===== config.mk =====
export PLATFORM = sky130hd
export DESIGN_NAME = fpn_ctrl
export DESIGN_NICKNAME = d
export VERILOG_FILES = /design/src/rtl/core/fractal_perlin_noise_unit_defines.svh /design/src/rtl/core/fpn_pkg.sv /design/src/rtl/core/fpn_ctrl.sv
export SDC_FILE = /design/constraint.sdc
export NUM_CORES = 1
export LEC_CHECK = 0
export ABC_AREA = 1
export BUFFER_PORTS_ARGS = -buffer_cell sky130_fd_sc_hd__buf_4
export CORE_AREA = 5 5 42 44
export CTS_CLUSTER_DIAMETER = 80
export DETAILED_ROUTE_END_ITERATION = 8
export DIE_AREA = 0 0 47 49
export SKIP_CTS_REPAIR_TIMING = 1
export SYNTH_ARGS = -nofsm -noshare
export SYNTH_HDL_FRONTEND = slang
export SYNTH_SLANG_ARGS = --single-unit

===== constraint.sdc =====
create_clock -name clk -period 1.5 [get_ports clk]
set_clock_uncertainty 0.05 [all_clocks]
set_input_delay 0.375 -clock clk [delete_from_list [all_inputs] [get_ports clk]]
set_output_delay 0.375 -clock clk [all_outputs]
set_load 0.01 [all_outputs]

===== src/rtl/core/fractal_perlin_noise_unit_defines.svh =====
// Assertion macros for the fractal noise unit.
// Both take a label, a clock, an active-low reset and a property expression.
`ifndef FRACTAL_PERLIN_NOISE_UNIT_DEFINES_SVH
`define FRACTAL_PERLIN_NOISE_UNIT_DEFINES_SVH
`ifndef SYNTH
// property must hold at every edge outside reset
`define FPN_ASSERT(lbl, clk_s, rstn_s, prop) \
    lbl: assert property (@(posedge clk_s) disable iff (!rstn_s) (prop)) \
        else $error("fractal noise unit assertion failed");
// expression must never be true outside reset
`define FPN_ASSERT_NEVER(lbl, clk_s, rstn_s, expr) \
    lbl: assert property (@(posedge clk_s) disable iff (!rstn_s) !(expr)) \
        else $error("fractal noise unit forbidden condition seen");
`else
`define FPN_ASSERT(lbl, clk_s, rstn_s, prop)
`define FPN_ASSERT_NEVER(lbl, clk_s, rstn_s, expr)
`endif
`endif


===== src/rtl/core/fpn_pkg.sv =====
`timescale 1ns / 1ps
// ---------------------------------------------------------------------------
// fpn_pkg
// Types, constants and arithmetic helpers shared by the fractal noise unit.
// ---------------------------------------------------------------------------
package fpn_pkg;

    // opcodes
    localparam logic [1:0] OP_NOISE = 2'd0;
    localparam logic [1:0] OP_FBM   = 2'd1;
    localparam logic [1:0] OP_TURB  = 2'd2;
    localparam logic [1:0] OP_NONE  = 2'd3;

    // register indexes
    localparam logic [1:0] CFG_OCTAVE_COUNT = 2'd0;
    localparam logic [1:0] CFG_OMEGA_GAIN   = 2'd1;

    localparam logic [3:0]  OCTAVE_COUNT_RST = 4'd8;
    localparam logic [15:0] OMEGA_GAIN_RST   = 16'd32768;

    // 1.99 in Q1.16
    localparam logic [16:0] LACUNARITY_Q16 = 17'd130417;
    localparam logic [31:0] ONE_Q16        = 32'd65536;

    // pipeline length of one octave pass
    localparam int          PHASE_W    = 4;
    localparam logic [3:0]  PHASE_LAST = 4'd10;

    localparam int PERM_SIZE = 256;

    localparam logic [7:0] PERM [PERM_SIZE] = '{
        8'd151,8'd160,8'd137,8'd91,8'd90,8'd15,8'd131,8'd13,8'd201,8'd95,8'd96,8'd53,
        8'd194,8'd233,8'd7,8'd225,8'd140,8'd36,8'd103,8'd30,8'd69,8'd142,8'd8,8'd99,
        8'd37,8'd240,8'd21,8'd10,8'd23,8'd190,8'd6,8'd148,8'd247,8'd120,8'd234,8'd75,
        8'd0,8'd26,8'd197,8'd62,8'd94,8'd252,8'd219,8'd203,8'd117,8'd35,8'd11,8'd32,
        8'd57,8'd177,8'd33,8'd88,8'd237,8'd149,8'd56,8'd87,8'd174,8'd20,8'd125,8'd136,
        8'd171,8'd168,8'd68,8'd175,8'd74,8'd165,8'd71,8'd134,8'd139,8'd48,8'd27,8'd166,
        8'd77,8'd146,8'd158,8'd231,8'd83,8'd111,8'd229,8'd122,8'd60,8'd211,8'd133,8'd230,
        8'd220,8'd105,8'd92,8'd41,8'd55,8'd46,8'd245,8'd40,8'd244,8'd102,8'd143,8'd54,
        8'd65,8'd25,8'd63,8'd161,8'd1,8'd216,8'd80,8'd73,8'd209,8'd76,8'd132,8'd187,
        8'd208,8'd89,8'd18,8'd169,8'd200,8'd196,8'd135,8'd130,8'd116,8'd188,8'd159,8'd86,
        8'd164,8'd100,8'd109,8'd198,8'd173,8'd186,8'd3,8'd64,8'd52,8'd217,8'd226,8'd250,
        8'd124,8'd123,8'd5,8'd202,8'd38,8'd147,8'd118,8'd126,8'd255,8'd82,8'd85,8'd212,
        8'd207,8'd206,8'd59,8'd227,8'd47,8'd16,8'd58,8'd17,8'd182,8'd189,8'd28,8'd42,
        8'd223,8'd183,8'd170,8'd213,8'd119,8'd248,8'd152,8'd2,8'd44,8'd154,8'd163,8'd70,
        8'd221,8'd153,8'd101,8'd155,8'd167,8'd43,8'd172,8'd9,8'd129,8'd22,8'd39,8'd253,
        8'd19,8'd98,8'd108,8'd110,8'd79,8'd113,8'd224,8'd232,8'd178,8'd185,8'd112,8'd104,
        8'd218,8'd246,8'd97,8'd228,8'd251,8'd34,8'd242,8'd193,8'd238,8'd210,8'd144,8'd12,
        8'd191,8'd179,8'd162,8'd241,8'd81,8'd51,8'd145,8'd235,8'd249,8'd14,8'd239,8'd107,
        8'd49,8'd192,8'd214,8'd31,8'd181,8'd199,8'd106,8'd157,8'd184,8'd84,8'd204,8'd176,
        8'd115,8'd121,8'd50,8'd45,8'd127,8'd4,8'd150,8'd254,8'd138,8'd236,8'd205,8'd93,
        8'd222,8'd114,8'd67,8'd29,8'd24,8'd72,8'd243,8'd141,8'd128,8'd195,8'd78,8'd66,
        8'd215,8'd61,8'd156,8'd180
    };

    // controller to datapath
    typedef struct packed {
        logic load;      // take the input transfer
        logic acc;       // end of octave: accumulate, step lambda and amplitude
        logic out_load;  // move the saturated sum to the output register
    } fpn_cmd_t;

    // datapath to controller
    typedef struct packed {
        logic zero_req;  // presented item needs no octave pass
        logic last_oct;  // current octave is the final one
    } fpn_status_t;

    // gradient dot product, twelve directions
    function automatic logic signed [18:0] grad(input logic [3:0] h,
                                                input logic signed [17:0] dx,
                                                input logic signed [17:0] dy,
                                                input logic signed [17:0] dz);
        logic signed [18:0] u;
        logic signed [18:0] v;
        u = (h < 4'd8 || h == 4'd12 || h == 4'd13) ? 19'(dx) : 19'(dy);
        v = (h < 4'd4 || h == 4'd12 || h == 4'd13) ? 19'(dy) : 19'(dz);
        if (h[0])
            u = -u;
        if (h[1])
            v = -v;
        return u + v;
    endfunction

    // a + round(w * (b - a) / 2^16)
    function automatic logic signed [19:0] lerp_q16(input logic [16:0] w,
                                                    input logic signed [19:0] a,
                                                    input logic signed [19:0] b);
        logic signed [20:0] d;
        logic signed [38:0] pr;
        logic signed [38:0] rs;
        d  = 21'(b) - 21'(a);
        pr = $signed({1'b0, w}) * d;
        rs = (pr + 39'sd32768) >>> 16;
        return a + $signed(rs[19:0]);
    endfunction

endpackage


===== src/rtl/core/fpn_ctrl.sv =====
`timescale 1ns / 1ps
// ---------------------------------------------------------------------------
// fpn_ctrl
// Sequencer: takes a transfer, runs octave passes, hands over the result.
// ---------------------------------------------------------------------------
module fpn_ctrl
    import fpn_pkg::*;
(
    input  logic        clk,
    input  logic        rst_n,
    input  logic        in_valid,
    output logic        in_stall,
    output logic        out_valid,
    input  logic        out_stall,
    input  fpn_status_t status,
    output fpn_cmd_t    cmd
);

    localparam logic [1:0] ST_IDLE   = 2'd0;
    localparam logic [1:0] ST_RUN    = 2'd1;
    localparam logic [1:0] ST_FINISH = 2'd2;

    logic [1:0]         state_reg, state_next;
    logic [PHASE_W-1:0] phase_reg, phase_next;
    logic               ovalid_reg, ovalid_next;

    // next state and commands
    always_comb
    begin
        state_next   = state_reg;
        phase_next   = phase_reg;
        ovalid_next  = ovalid_reg;
        cmd          = '0;
        if (ovalid_reg && !out_stall)
            ovalid_next = 1'b0;
        unique case (state_reg)
            ST_IDLE:
            begin
                if (in_valid)
                begin
                    cmd.load   = 1'b1;
                    phase_next = '0;
                    state_next = status.zero_req ? ST_FINISH : ST_RUN;
                end
            end
            ST_RUN:
            begin
                phase_next = phase_reg + 1'b1;
                if (phase_reg == PHASE_LAST)
                begin
                    cmd.acc    = 1'b1;
                    phase_next = '0;
                    if (status.last_oct)
                        state_next = ST_FINISH;
                end
            end
            ST_FINISH:
            begin
                if (!ovalid_reg || !out_stall)
                begin
                    cmd.out_load = 1'b1;
                    ovalid_next  = 1'b1;
                    state_next   = ST_IDLE;
                end
            end
            default:
            begin
                state_next = ST_IDLE;
            end
        endcase
    end

    always_ff @(posedge clk or negedge rst_n)
    begin
        if (!rst_n)
        begin
            state_reg  <= ST_IDLE;
            phase_reg  <= '0;
            ovalid_reg <= 1'b0;
        end
        else
        begin
            state_reg  <= state_next;
            phase_reg  <= phase_next;
            ovalid_reg <= ovalid_next;
        end
    end

    assign in_stall  = (state_reg != ST_IDLE);
    assign out_valid = ovalid_reg;

endmodule


### After elaboration in Yosys (flattened, before gate mapping)

Index checks and enable logic that the tools add are counted.

| operators by class | value |
|---|---|
| add/sub/neg operators | 1 |
| eq/ne operators | 7 |
| muxes and demuxes | 18 |
| reductions and logical operators | 9 |

Operators by type and width:

| cell | count |
|---|---|
| $mux 2 | 5 |
| $mux 1 | 9 |
| $mux 4 | 2 |
| $ne 2x2->1 const B | 4 |
| $pmux 4 s2 | 1 |
| $pmux 2 s3 | 1 |
| $add 4x1->4 const B | 1 |
| $eq 4x4->1 const B | 1 |
| $reduce_and 4->1 | 1 |
| $reduce_bool 2->1 | 2 |
| $eq 2x1->1 const B | 1 |
| $eq 2x2->1 const B | 1 |
| $logic_not 1->1 | 2 |
| $logic_not 2->1 | 1 |
| $reduce_and 2->1 | 1 |
| $logic_and 1x1->1 | 1 |
| $logic_or 1x1->1 | 1 |

| word-level totals | value |
|---|---|
| flip-flop bits (word level) | 7 |
| input bits | 6 |
| output and inout bits | 5 |

### Depth between registers and ports, before layout

Gate-level depths: netlist of run 1.

| logic depth | value |
|---|---|
| word-level depth | 5 |
| depth in mapped cells | 8 |
| mapped depth without buffers | 8 |

### Least setup slack after synthesis of run 1

Ideal clock, no wire load.

| path | value |
|---|---|
| path kind | reg2out |
| start point | reg phase_reg[0] |
| end point | out cmd[1] (netlist name) |
| data arrival time | 1.008 ns |
| required time | 1.075 ns |
| path slack | 0.067 ns |
| stages on the path, launching flop included | 5 |
| buffers on the path | 0 |
| cells stage by stage | dfrtp_1 inv_1 ha_1 nand3_2 nor3_1 |

RTL lines:

| what | RTL line | RTL |
|---|---|---|
| start, declared | fpn_ctrl.sv:24 | `logic [PHASE_W-1:0] phase_reg, phase_next;` |
| start signal, assigned | fpn_ctrl.sv:84 | `phase_reg <= phase_next;` |
| end, declared | fpn_ctrl.sv:16 | `output fpn_cmd_t cmd` |

==> flow_metrics.py, run 1 <==
metrics = {
    "final_layout": {
        "largest_reg_flops": 4,
        "drive_gt1_share_pct": 48.1,
        "area_delta_synth_final_pct": 47.0,
        "antenna_cells": 0,
        "instances_no_fill": 93,
        "nets": 86,
    },
    "synthesis": {
        "netlist_area_um2": 423,
        "synth_edf_count": 0,
        "yosys_register_bits": 7,
        "synth_ff_type": "dfrtp_1",
        "ys_types": 17,
        "synth.most_common_cell": "nand2_1",
        "ys_seq_area_share_pct": 41.4,
        "syn-num-nets": 64,
        "synth_area_leaders": "dfrtp_1 (41%), nand2_1 (9.8%), inv_1 (6.2%)",
        "synth_commonest_cells": "nand2_1 (11), dfrtp_1 (7), inv_1 (7)",
        "yosysTopAreaCell": "dfrtp_1",
        "ys_warn_count": 0,
        "syn_avg_cell_area_um2": 7.55,
        "syn_inst": 56,
        "async_reset_ff_share_pct": 100,
        "yosysTopAreaCellShare_pct": 41.4,
    },
    "grt": {
        "grt_max_degree": 8,
        "grt_pass1_wl_mm": 1.59,
        "grt-ovfl-total": 0,
        "gr-usage-all-layers_pct": 9.22,
        "first_global_vias": 401,
        "antenna_found_initial": 0,
    },
    "die": {
        "dieHeight_um": 49,
        "die_x_um": 47,
        "start_util_pct": 30.2,
        "io_pins": 11,
        "die_area_um2": 2300,
        "rows": 14,
        "core_um2": 1400,
    },
    "placed_design": {
        "placedCellCount": 85,
        "portBuffers": 10,
        "dp_hpwl_um": 713,
        "gp_congestion": 0.735,
    },
    "clock_tree": {
        "clockRootBuffer": "clkbuf_4",
        "clkSinkCount": 7,
        "insertion_delay_ps": 260,
        "cts_buffers": 3,
        "cts_htree_levels": 1,
        "cts_tree": "yes",
        "clock_tree.buffer_depth": 2,
        "path_clk_slew_ps": 60,
    },
    "outcome": {
        "violations": "negative setup slack",
        "status": "finished with violations",
    },
    "drt": {
        "final_antenna_net_count": 0,
        "wl_per_cell_um": 9.41,
        "viasPerCell": 4.41,
        "drtIter0Drc": 8,
        "wl_um": 875,
        "drt_first_pass_iters": 4,
        "drc": 0,
        "num_vias": 410,
    },
    "pwr": {
        "power.density_nw_per_um2": 1690,
        "p_total_uw": 1050,
        "p_int_uw": 617,
        "power_switching_uw": 434,
        "clkPwrFrac_pct": 16.7,
        "peakVddDrop_mv": 0.673,
        "p_leak_uw": 0.000338,
        "switching_share_pct": 41.3,
        "p_seq_share_pct": 31.2,
        "power_frac_comb_pct": 52.2,
    },
    "critical_path": {
        "start_kind": "flop",
        "end_kind": "primary output",
        "crit_type": "flop to primary output",
        "path_max_fanout": 3,
        "required_ps": 1070,
        "arrival_ps": 1190,
        "r2r_setup_slack_ps": 200,
    },
    "timing": {
        "fmax_mhz": 621,
        "setup_slack_ps": -110,
        "hold_ws_ps": 285,
        "fin_crit_ps": 1610,
        "timing.final.crit_share_pct": 107,
        "rsz0062_at_grt": "true",
        "hold_viol": 0,
        "setup_viol_count_final": 3,
        "tightest_slew_ps": 161,
        "slew_headroom_pct": 89.3,
        "tns_ps": -219,
        "final_max_slew_viol_count": 0,
    },
    "worst_hold_path": {
        "hp-class": "input pin to flop",
    },
    "flow_run": {
        "drv_cap": 0,
    },
}
stage by stage:
| step | area [um^2] | worst slack, ps | util (%) |
|---|---|---|---|
| after detailed placement | 541 | 91.6 | 38.6 |
| final | 622 | -110 | 44.4 |
| after global routing | 622 | -206 | 44.4 |
| after CTS | 568 | -187 | 40.5 |
| after global placement | 541 | 111 | 38.6 |
| after floorplan | 423 | 67.5 | - |
power groups by stage:
stage,registers (uW),clock network (uW),logic (uW)
4_1_cts,310,181,463
5_1_grt,338,189,628
3_3_place_gp,312,0,456
3_5_place_dp,313,0,461
6_report,327,175,548
2_1_floorplan,317,0,283
layout make-up:
| cell class | count | area [um^2] |
|---|---|---|
| fillers | 145 | 779 |
| multi-input cells | 38 | 221 |
| flip-flops and latches | 7 | 178 |
| repair buffers | 17 | 134 |
| inverters | 11 | 41.3 |
| clock buffers | 3 | 22.5 |
| well taps | 16 | 20.0 |
| clock inverters | 1 | 5.00 |
logic make-up after synthesis:
kind of cell / synth area share, %
xor gates and xnor gates: 2.07
and+or+nand+nor: 33.7
DFF: 41.4
adders and majority gates: 5.92
buffers and inverters: 9.76
AOI/OAI and AO/OA: 7.10
cell usage in the layout, fill, tap and decap left out:
| cell type | synthesis | final |
|---|---|---|
| buf_4 | 0 | 15 |
| nand2_1 | 11 | 11 |
| inv_2 | 4 | 6 |
| inv_1 | 7 | 5 |
| dfrtp_1 | 7 | 5 |
| nor2_1 | 6 | 4 |
| o21ai_1 | 4 | 4 |
| nand2_2 | 3 | 3 |
| nand3_1 | 3 | 3 |
| clkbuf_4 | 0 | 3 |
| nor2_4 | 1 | 2 |
| nor2_2 | 1 | 2 |
| nand4_1 | 2 | 2 |
| ha_1 | 2 | 2 |
| dfrtp_2 | 0 | 2 |
| nand3_2 | 1 | 1 |
| nor3_2 | 0 | 1 |
| xor2_1 | 1 | 1 |
| a21oi_1 | 1 | 1 |
| o21ai_0 | 1 | 1 |
| clkinv_2 | 0 | 1 |
| dlygate4sd3_1 | 0 | 1 |
| buf_6 | 0 | 1 |
layer usage:
metal | part of all wire, % | GRT usage, % | wire (um)
met3 | 4.1 | 2.58 | 36
met2 | 49 | 13.6 | 431
met5 | 0 | 0 | 0
met4 | 1.6 | 4.15 | 14
met1 | 45 | 12.1 | 391
path summary, 6_finish.rpt:
| path | end | from | depth (start not counted) |
|---|---|---|---|
| hold reg to reg | out_valid | out_valid | 2 |
| min in group asynchronous | phase_reg[1] | rst_n | 2 |
| max in group asynchronous | state_reg[0] | rst_n | 2 |
| setup reg to reg | phase_reg[2] | phase_reg[0] | 6 |
| setup / recovery | cmd[1] | phase_reg[0] | 5 |
| hold / removal | out_valid | out_stall | 3 |
critical path, cell delays in order (launching register included):
cell and delay (ps):
dfrtp_1 380, inv_2 70, ha_1 150, nand3_2 90
nor3_2 110, buf_4 140
No activity file was read; power rests on OpenSTA's default activity.
==> run 2, diff against run 1 <==
--- a/config.mk
+++ b/config.mk
@@ -7,10 +7,13 @@
 export LEC_CHECK = 0
 export ABC_AREA = 1
 export BUFFER_PORTS_ARGS = -buffer_cell sky130_fd_sc_hd__buf_4
+export CELL_PAD_IN_SITES_DETAIL_PLACEMENT = 0
+export CELL_PAD_IN_SITES_GLOBAL_PLACEMENT = 1
 export CORE_AREA = 5 5 42 44
 export CTS_CLUSTER_DIAMETER = 80
 export DETAILED_ROUTE_END_ITERATION = 8
 export DIE_AREA = 0 0 47 49
+export PLACE_DENSITY_LB_ADDON = 0.1
 export SKIP_CTS_REPAIR_TIMING = 1
 export SYNTH_ARGS = -nofsm -noshare
 export SYNTH_HDL_FRONTEND = slang
==> run 2 against run 1 <==
  * The flow still finishes with violations (negative setup slack)
  * Clock power fell by 4%
  * Die area unchanged
  * Maximum frequency decreased by 2.7%
  * Non-clock buffer count is 4 higher
  * Utilization rose by 4.1 points
  * Sequential share of layout area fell by 2.4 points
  * Cell count up 4.3%
  * Critical endpoint unchanged
  * Largest power group unchanged
==> flow_metrics.py, run 2 (synthesized netlist as in run 1, its figures left out) <==
metrics = {
    "timing": {
        "hold_viol": 0,
        "rsz0062_at_grt": "true",
        "final_max_slew_viol_count": 0,
        "setup_viol_count_final": 3,
        "tns_ps": -167,
        "setup_slack_ps": -154,
        "fmax_mhz": 604,
        "tightest_slew_ps": 162,
        "timing.final.crit_share_pct": 110,
        "hold_ws_ps": 299,
        "slew_headroom_pct": 89.2,
        "fin_crit_ps": 1650,
    },
    "pwr": {
        "p_int_uw": 679,
        "p_leak_uw": 0.000355,
        "clkPwrFrac_pct": 14.8,
        "switching_share_pct": 40.4,
        "peakVddDrop_mv": 0.648,
        "p_seq_share_pct": 28.3,
        "power_switching_uw": 460,
        "p_total_uw": 1140,
        "power_frac_comb_pct": 56.9,
        "power.density_nw_per_um2": 1680,
    },
    "critical_path": {
        "arrival_ps": 1230,
        "required_ps": 1070,
        "cp_top_family": "flip-flops",
        "crit_path_top_delay_cell": "dfrtp_1",
        "crit_type": "flop to primary output",
        "crit_chain": "inv_2, ha_4, nand3_4, nor3_4, buf_6",
        "crit_buf_inv": 2,
        "start_kind": "flop",
        "path_max_fanout": 3,
        "end_kind": "primary output",
        "slowest_delay_ps": 390,
    },
    "clock_tree": {
        "clockRootBuffer": "clkbuf_4",
        "cts_tree": "yes",
        "clock_tree.buffer_depth": 2,
        "clkSinkCount": 7,
        "insertion_delay_ps": 250,
        "cts_htree_levels": 1,
        "path_clk_slew_ps": 50,
        "cts_buffers": 3,
    },
    "grt": {
        "antenna_found_initial": 0,
        "grt-ovfl-total": 0,
        "gr-usage-all-layers_pct": 9.70,
        "first_global_vias": 439,
        "grt_pass1_wl_mm": 1.61,
        "grt_max_degree": 8,
    },
    "die": {
        "start_util_pct": 30.2,
        "dieHeight_um": 49,
        "core_um2": 1400,
        "rows": 14,
        "io_pins": 11,
        "die_area_um2": 2300,
        "die_x_um": 47,
    },
    "drt": {
        "drc": 0,
        "wl_per_cell_um": 9.75,
        "viasPerCell": 4.39,
        "drt_first_pass_iters": 2,
        "num_vias": 426,
        "drtIter0Drc": 2,
        "wl_um": 946,
        "final_antenna_net_count": 0,
    },
    "final_layout": {
        "antenna_cells": 0,
        "final_common_cell": "buf_4",
        "area_delta_synth_final_pct": 60.7,
        "postLayoutCoreUtil_pct": 48.5,
        "largest_reg_flops": 4,
        "nets": 90,
        "drive_gt1_share_pct": 51.9,
        "most-common-layout-cells": "buf_4 (19), nand2_1 (11), inv_2 (6), inv_1 (5), dfrtp_1 (5)",
    },
    "placed_design": {
        "gp_congestion": 0.733,
        "portBuffers": 10,
        "dp_hpwl_um": 761,
        "pre_cts_ws_ps": 86.7,
    },
    "outcome": {
        "status": "finished with violations",
        "violations": "negative setup slack",
    },
    "flow_run": {
        "drv_cap": 0,
    },
    "worst_hold_path": {
        "hp-class": "input pin to flop",
    },
}
==> run 2: metrics by stage <==
stage               area, um^2  instances
floorplan                  423         56
global placement           541         85
detailed placement         541         85
CTS                        567         89
global route               679         97
finish                     679         97
==> run 2: worst paths after layout <==
| check | start | end | slack (ps) | cells after the start |
|---|---|---|---|---|
| max | phase_reg[0] | cmd[1] | -150 | 5 |
| min | out_stall | out_valid | 300 | 3 |
| max reg2reg | state_reg[1] | state_reg[0] | 200 | 8 |
| min reg2reg | out_valid | out_valid | 450 | 2 |
| max in group asynchronous | rst_n | state_reg[1] | 840 | 2 |
| min in group asynchronous | rst_n | state_reg[0] | 430 | 2 |
==> run 2: worst register-to-register path: cells and delay by family, from the launching register on <==
| family | cells | cell delay [ps] |
|---|---|---|
| DFF | 1 | 430 |
| and+or+nand+nor | 6 | 440 |
| buffers and inverters | 2 | 290 |
==> run 2: area by class of cell <==
class	count	area, um^2
clock buffers	4	26.3
fillers	163	722
well taps	16	20.0
inverters	11	41.3
repair buffers	21	164
multi-input cells	38	250
flip-flops and latches	7	178
==> run 2: routing by layer <==
| layer | global-route usage (%) | wire length (um) | vias up | share of wire (%) |
|---|---|---|---|---|
| li1 | - | - | 224 | - |
| met1 | 10.7 | 404 | 196 | 43 |
| met2 | 14.9 | 514 | 4 | 54 |
| met3 | 2.21 | 15 | 2 | 1.6 |
| met4 | 7.83 | 12 | 0 | 1.3 |
| met5 | 0 | 0 | - | 0 |
==> run 2: power by group through the flow <==
stage	clock network [uW]	registers (uW)	logic, uW
after global routing	195	330	729
after detailed placement	0	316	470
after global placement	0	314	472
after floorplan	0	317	283
final	168	323	648
after CTS	178	313	470
==> run 3, diff against run 2 <==
--- a/config.mk
+++ b/config.mk
@@ -5,7 +5,6 @@
 export SDC_FILE = /design/constraint.sdc
 export NUM_CORES = 1
 export LEC_CHECK = 0
-export ABC_AREA = 1
 export BUFFER_PORTS_ARGS = -buffer_cell sky130_fd_sc_hd__buf_4
 export CELL_PAD_IN_SITES_DETAIL_PLACEMENT = 0
 export CELL_PAD_IN_SITES_GLOBAL_PLACEMENT = 1
@@ -13,6 +12,7 @@
 export CTS_CLUSTER_DIAMETER = 80
 export DETAILED_ROUTE_END_ITERATION = 8
 export DIE_AREA = 0 0 47 49
+export HOLD_SLACK_MARGIN = 0.1
 export PLACE_DENSITY_LB_ADDON = 0.1
 export SKIP_CTS_REPAIR_TIMING = 1
 export SYNTH_ARGS = -nofsm -noshare
==> run 3 against run 2 <==
  * The run still ends with negative setup slack left
  * Register-to-register slack is essentially flat
  * Via count shrank 14%
  * Die area is the same
  * Largest power group unchanged
  * Clock power is essentially flat
  * Synthesized cell count shrank 25%
  * Combinational power shrank 11%
==> flow_metrics.py, run 3 <==
metrics = {
    "clock_tree": {
        "clock_tree.buffer_depth": 2,
        "cts_tree": "yes",
        "path_clk_slew_ps": 50,
        "cts_htree_levels": 1,
        "cts_buffers": 3,
        "clockRootBuffer": "clkbuf_4",
        "clkSinkCount": 7,
        "insertion_delay_ps": 240,
    },
    "timing": {
        "fmax_mhz": 597,
        "setup_slack_ps": -176,
        "rsz0062_at_grt": "true",
        "setup_viol_count_final": 2,
        "slew_headroom_pct": 78.4,
        "final_max_slew_viol_count": 0,
        "fin_crit_ps": 1680,
        "hold_viol": 0,
        "hold_ws_ps": 328,
        "tightest_slew_ps": 324,
        "timing.final.crit_share_pct": 112,
        "tns_ps": -248,
    },
    "die": {
        "core_um2": 1400,
        "die_x_um": 47,
        "dieHeight_um": 49,
        "io_pins": 11,
        "start_util_pct": 30.3,
        "rows": 14,
        "die_area_um2": 2300,
    },
    "worst_hold_path": {
        "hp-class": "input pin to flop",
        "hp-start": "out_stall",
        "hold_end": "out_valid",
        "hold_path_depth": 3,
    },
    "synthesis": {
        "yosysTopAreaCell": "dfrtp_1",
        "netlist_area_um2": 424,
        "yosys.area_share.xor_xnor_pct": 0,
        "ys_warn_count": 0,
        "synth.most_common_cell": "nand2_1",
        "syn_avg_cell_area_um2": 10.1,
        "synth_commonest_cells": "nand2_1 (8), dfrtp_1 (7), nor2_1 (4)",
        "syn_inst": 42,
        "synthMuxAreaShare_pct": 7.37,
        "synth_ff_type": "dfrtp_1",
        "async_reset_ff_share_pct": 100,
        "yosysTopAreaCellShare_pct": 41.3,
        "synthSimpleGateAreaFrac_pct": 25.4,
        "synthAdderAreaFrac_pct": 5.90,
        "synth_top_family_by_area": "simple AND/OR/NAND/NOR gates",
        "synth_edf_count": 0,
        "ys_seq_area_share_pct": 41.3,
        "syn-num-nets": 50,
        "ys_types": 21,
        "synth-compound-area-share_pct": 16.5,
        "synth_area_leaders": "dfrtp_1 (41%), nand2_1 (7.1%), ha_1 (5.9%)",
        "yosys_register_bits": 7,
    },
    "critical_path": {
        "end_kind": "primary output",
        "r2r_setup_slack_ps": 190,
        "crit_type": "flop to primary output",
        "r2r-end": "phase_reg[0]",
        "r2r_cells": 5,
        "required_ps": 1070,
        "timing.rr.start": "state_reg[0]",
        "path_max_fanout": 4,
        "arrival_ps": 1250,
        "start_kind": "flop",
    },
    "final_layout": {
        "largest_reg_flops": 4,
        "post-route-cell-area_um2": 641,
        "postLayoutCoreUtil_pct": 45.7,
        "antenna_cells": 0,
        "drive_gt1_share_pct": 53.1,
        "nets": 73,
        "final_common_cell": "buf_4",
        "most-common-layout-cells": "buf_4 (16), nand2_1 (8), dfrtp_1 (6), nor2_1 (3), clkbuf_4 (3)",
        "area_delta_synth_final_pct": 51.0,
        "n_fill_cell": 133,
        "instances_no_fill": 80,
    },
    "flow_run": {
        "drv_cap": 0,
    },
    "pwr": {
        "power.density_nw_per_um2": 1700,
        "p_leak_uw": 0.000330,
        "peakVddDrop_mv": 0.770,
    },
    "placed_design": {
        "gp_congestion": 0.752,
        "portBuffers": 10,
        "placedCellCount": 71,
        "placedInstanceArea_um2": 547,
        "dp_hpwl_um": 780,
    },
    "drt": {
        "highest_layer": "met3",
        "drc": 0,
        "drtIter0Drc": 4,
        "final_antenna_net_count": 0,
        "num_vias": 367,
        "met1_length_um": 384,
        "drt_first_pass_iters": 2,
        "viasPerCell": 4.59,
        "wl_um": 988,
        "route.met2.wl_um": 546,
        "met3_length_um": 58,
        "wl_per_cell_um": 12.4,
    },
    "grt": {
        "grt_pass1_wl_mm": 1.71,
        "grt_max_degree": 8,
        "gr-usage-all-layers_pct": 10.4,
        "antenna_found_initial": 0,
        "first_global_vias": 422,
        "grt-ovfl-total": 0,
    },
    "outcome": {
        "violations": "negative setup slack",
        "status": "finished with violations",
    },
}
[run 3: cell count changes after synthesis, moves of 3 or more]
| cell | before | now |
|---|---|---|
| inv_1 | 7 | 2 |
| inv_2 | 4 | 0 |
| nand2_1 | 11 | 8 |
| nand2_2 | 3 | 0 |
[run 3: how the worst max path moves through the flow]
stage / from / end / slack [ps]
2_1_floorplan: phase_reg[0] / cmd[1] / 80
3_3_place_gp: phase_reg[0] / cmd[1] / 100
3_5_place_dp: phase_reg[1] / cmd[1] / 70
4_1_cts: phase_reg[1] / cmd[1] / -200
5_1_grt: phase_reg[0] / cmd[1] / -280
6_report: phase_reg[1] / cmd[1] / -180
[run 3: cells by family after synthesis]
| kind of cell | Yosys count |
|---|---|
| AND/OR/NAND/NOR | 19 |
| adder cells (fa/ha/maj) | 2 |
| buffers and inverters | 3 |
| AO/OA/AOI/OAI | 8 |
| flip-flops | 7 |
| multiplexers | 3 |
[run 3: stage by stage]
step | power (uW) | setup WS [ps]
floorplan | 651 | 79.7
global placement | 810 | 99.2
detailed placement | 828 | 72.5
CTS | 1010 | -204
global route | 1180 | -275
finish | 1090 | -176
[run 3: layer usage]
metal  global-route usage (%)  vias up
li1                         -      186
met1                     11.5      174
met2                     16.5        7
met3                     4.06        0
met4                     5.53        0
met5                        0        -
[run 3: where the power goes]
part	internal, uW	switching (uW)	total [uW]
registers	263	76.8	340
logic	324	255	579
clock network	101	65.6	167
total	689	397	1090
[run 3: worst max-delay path, cell delays in order, from the launching register on]
cell and delay (ps):
dfrtp_1 400, ha_2 220, nand3b_4 90, nor3b_2 150
buf_4 140
[run 3: area by class of cell]
| cell class | count | area [um^2] | share of cell area (%) |
|---|---|---|---|
| multi-input combinational | 32 | 258 | 40.2 |
| clock buffer | 4 | 26.3 | 4.10 |
| timing repair buffer | 19 | 153 | 23.8 |
| inverter | 2 | 7.51 | 1.17 |
| tap | 16 | 20.0 | 3.13 |
| sequential | 7 | 176 | 27.5 |
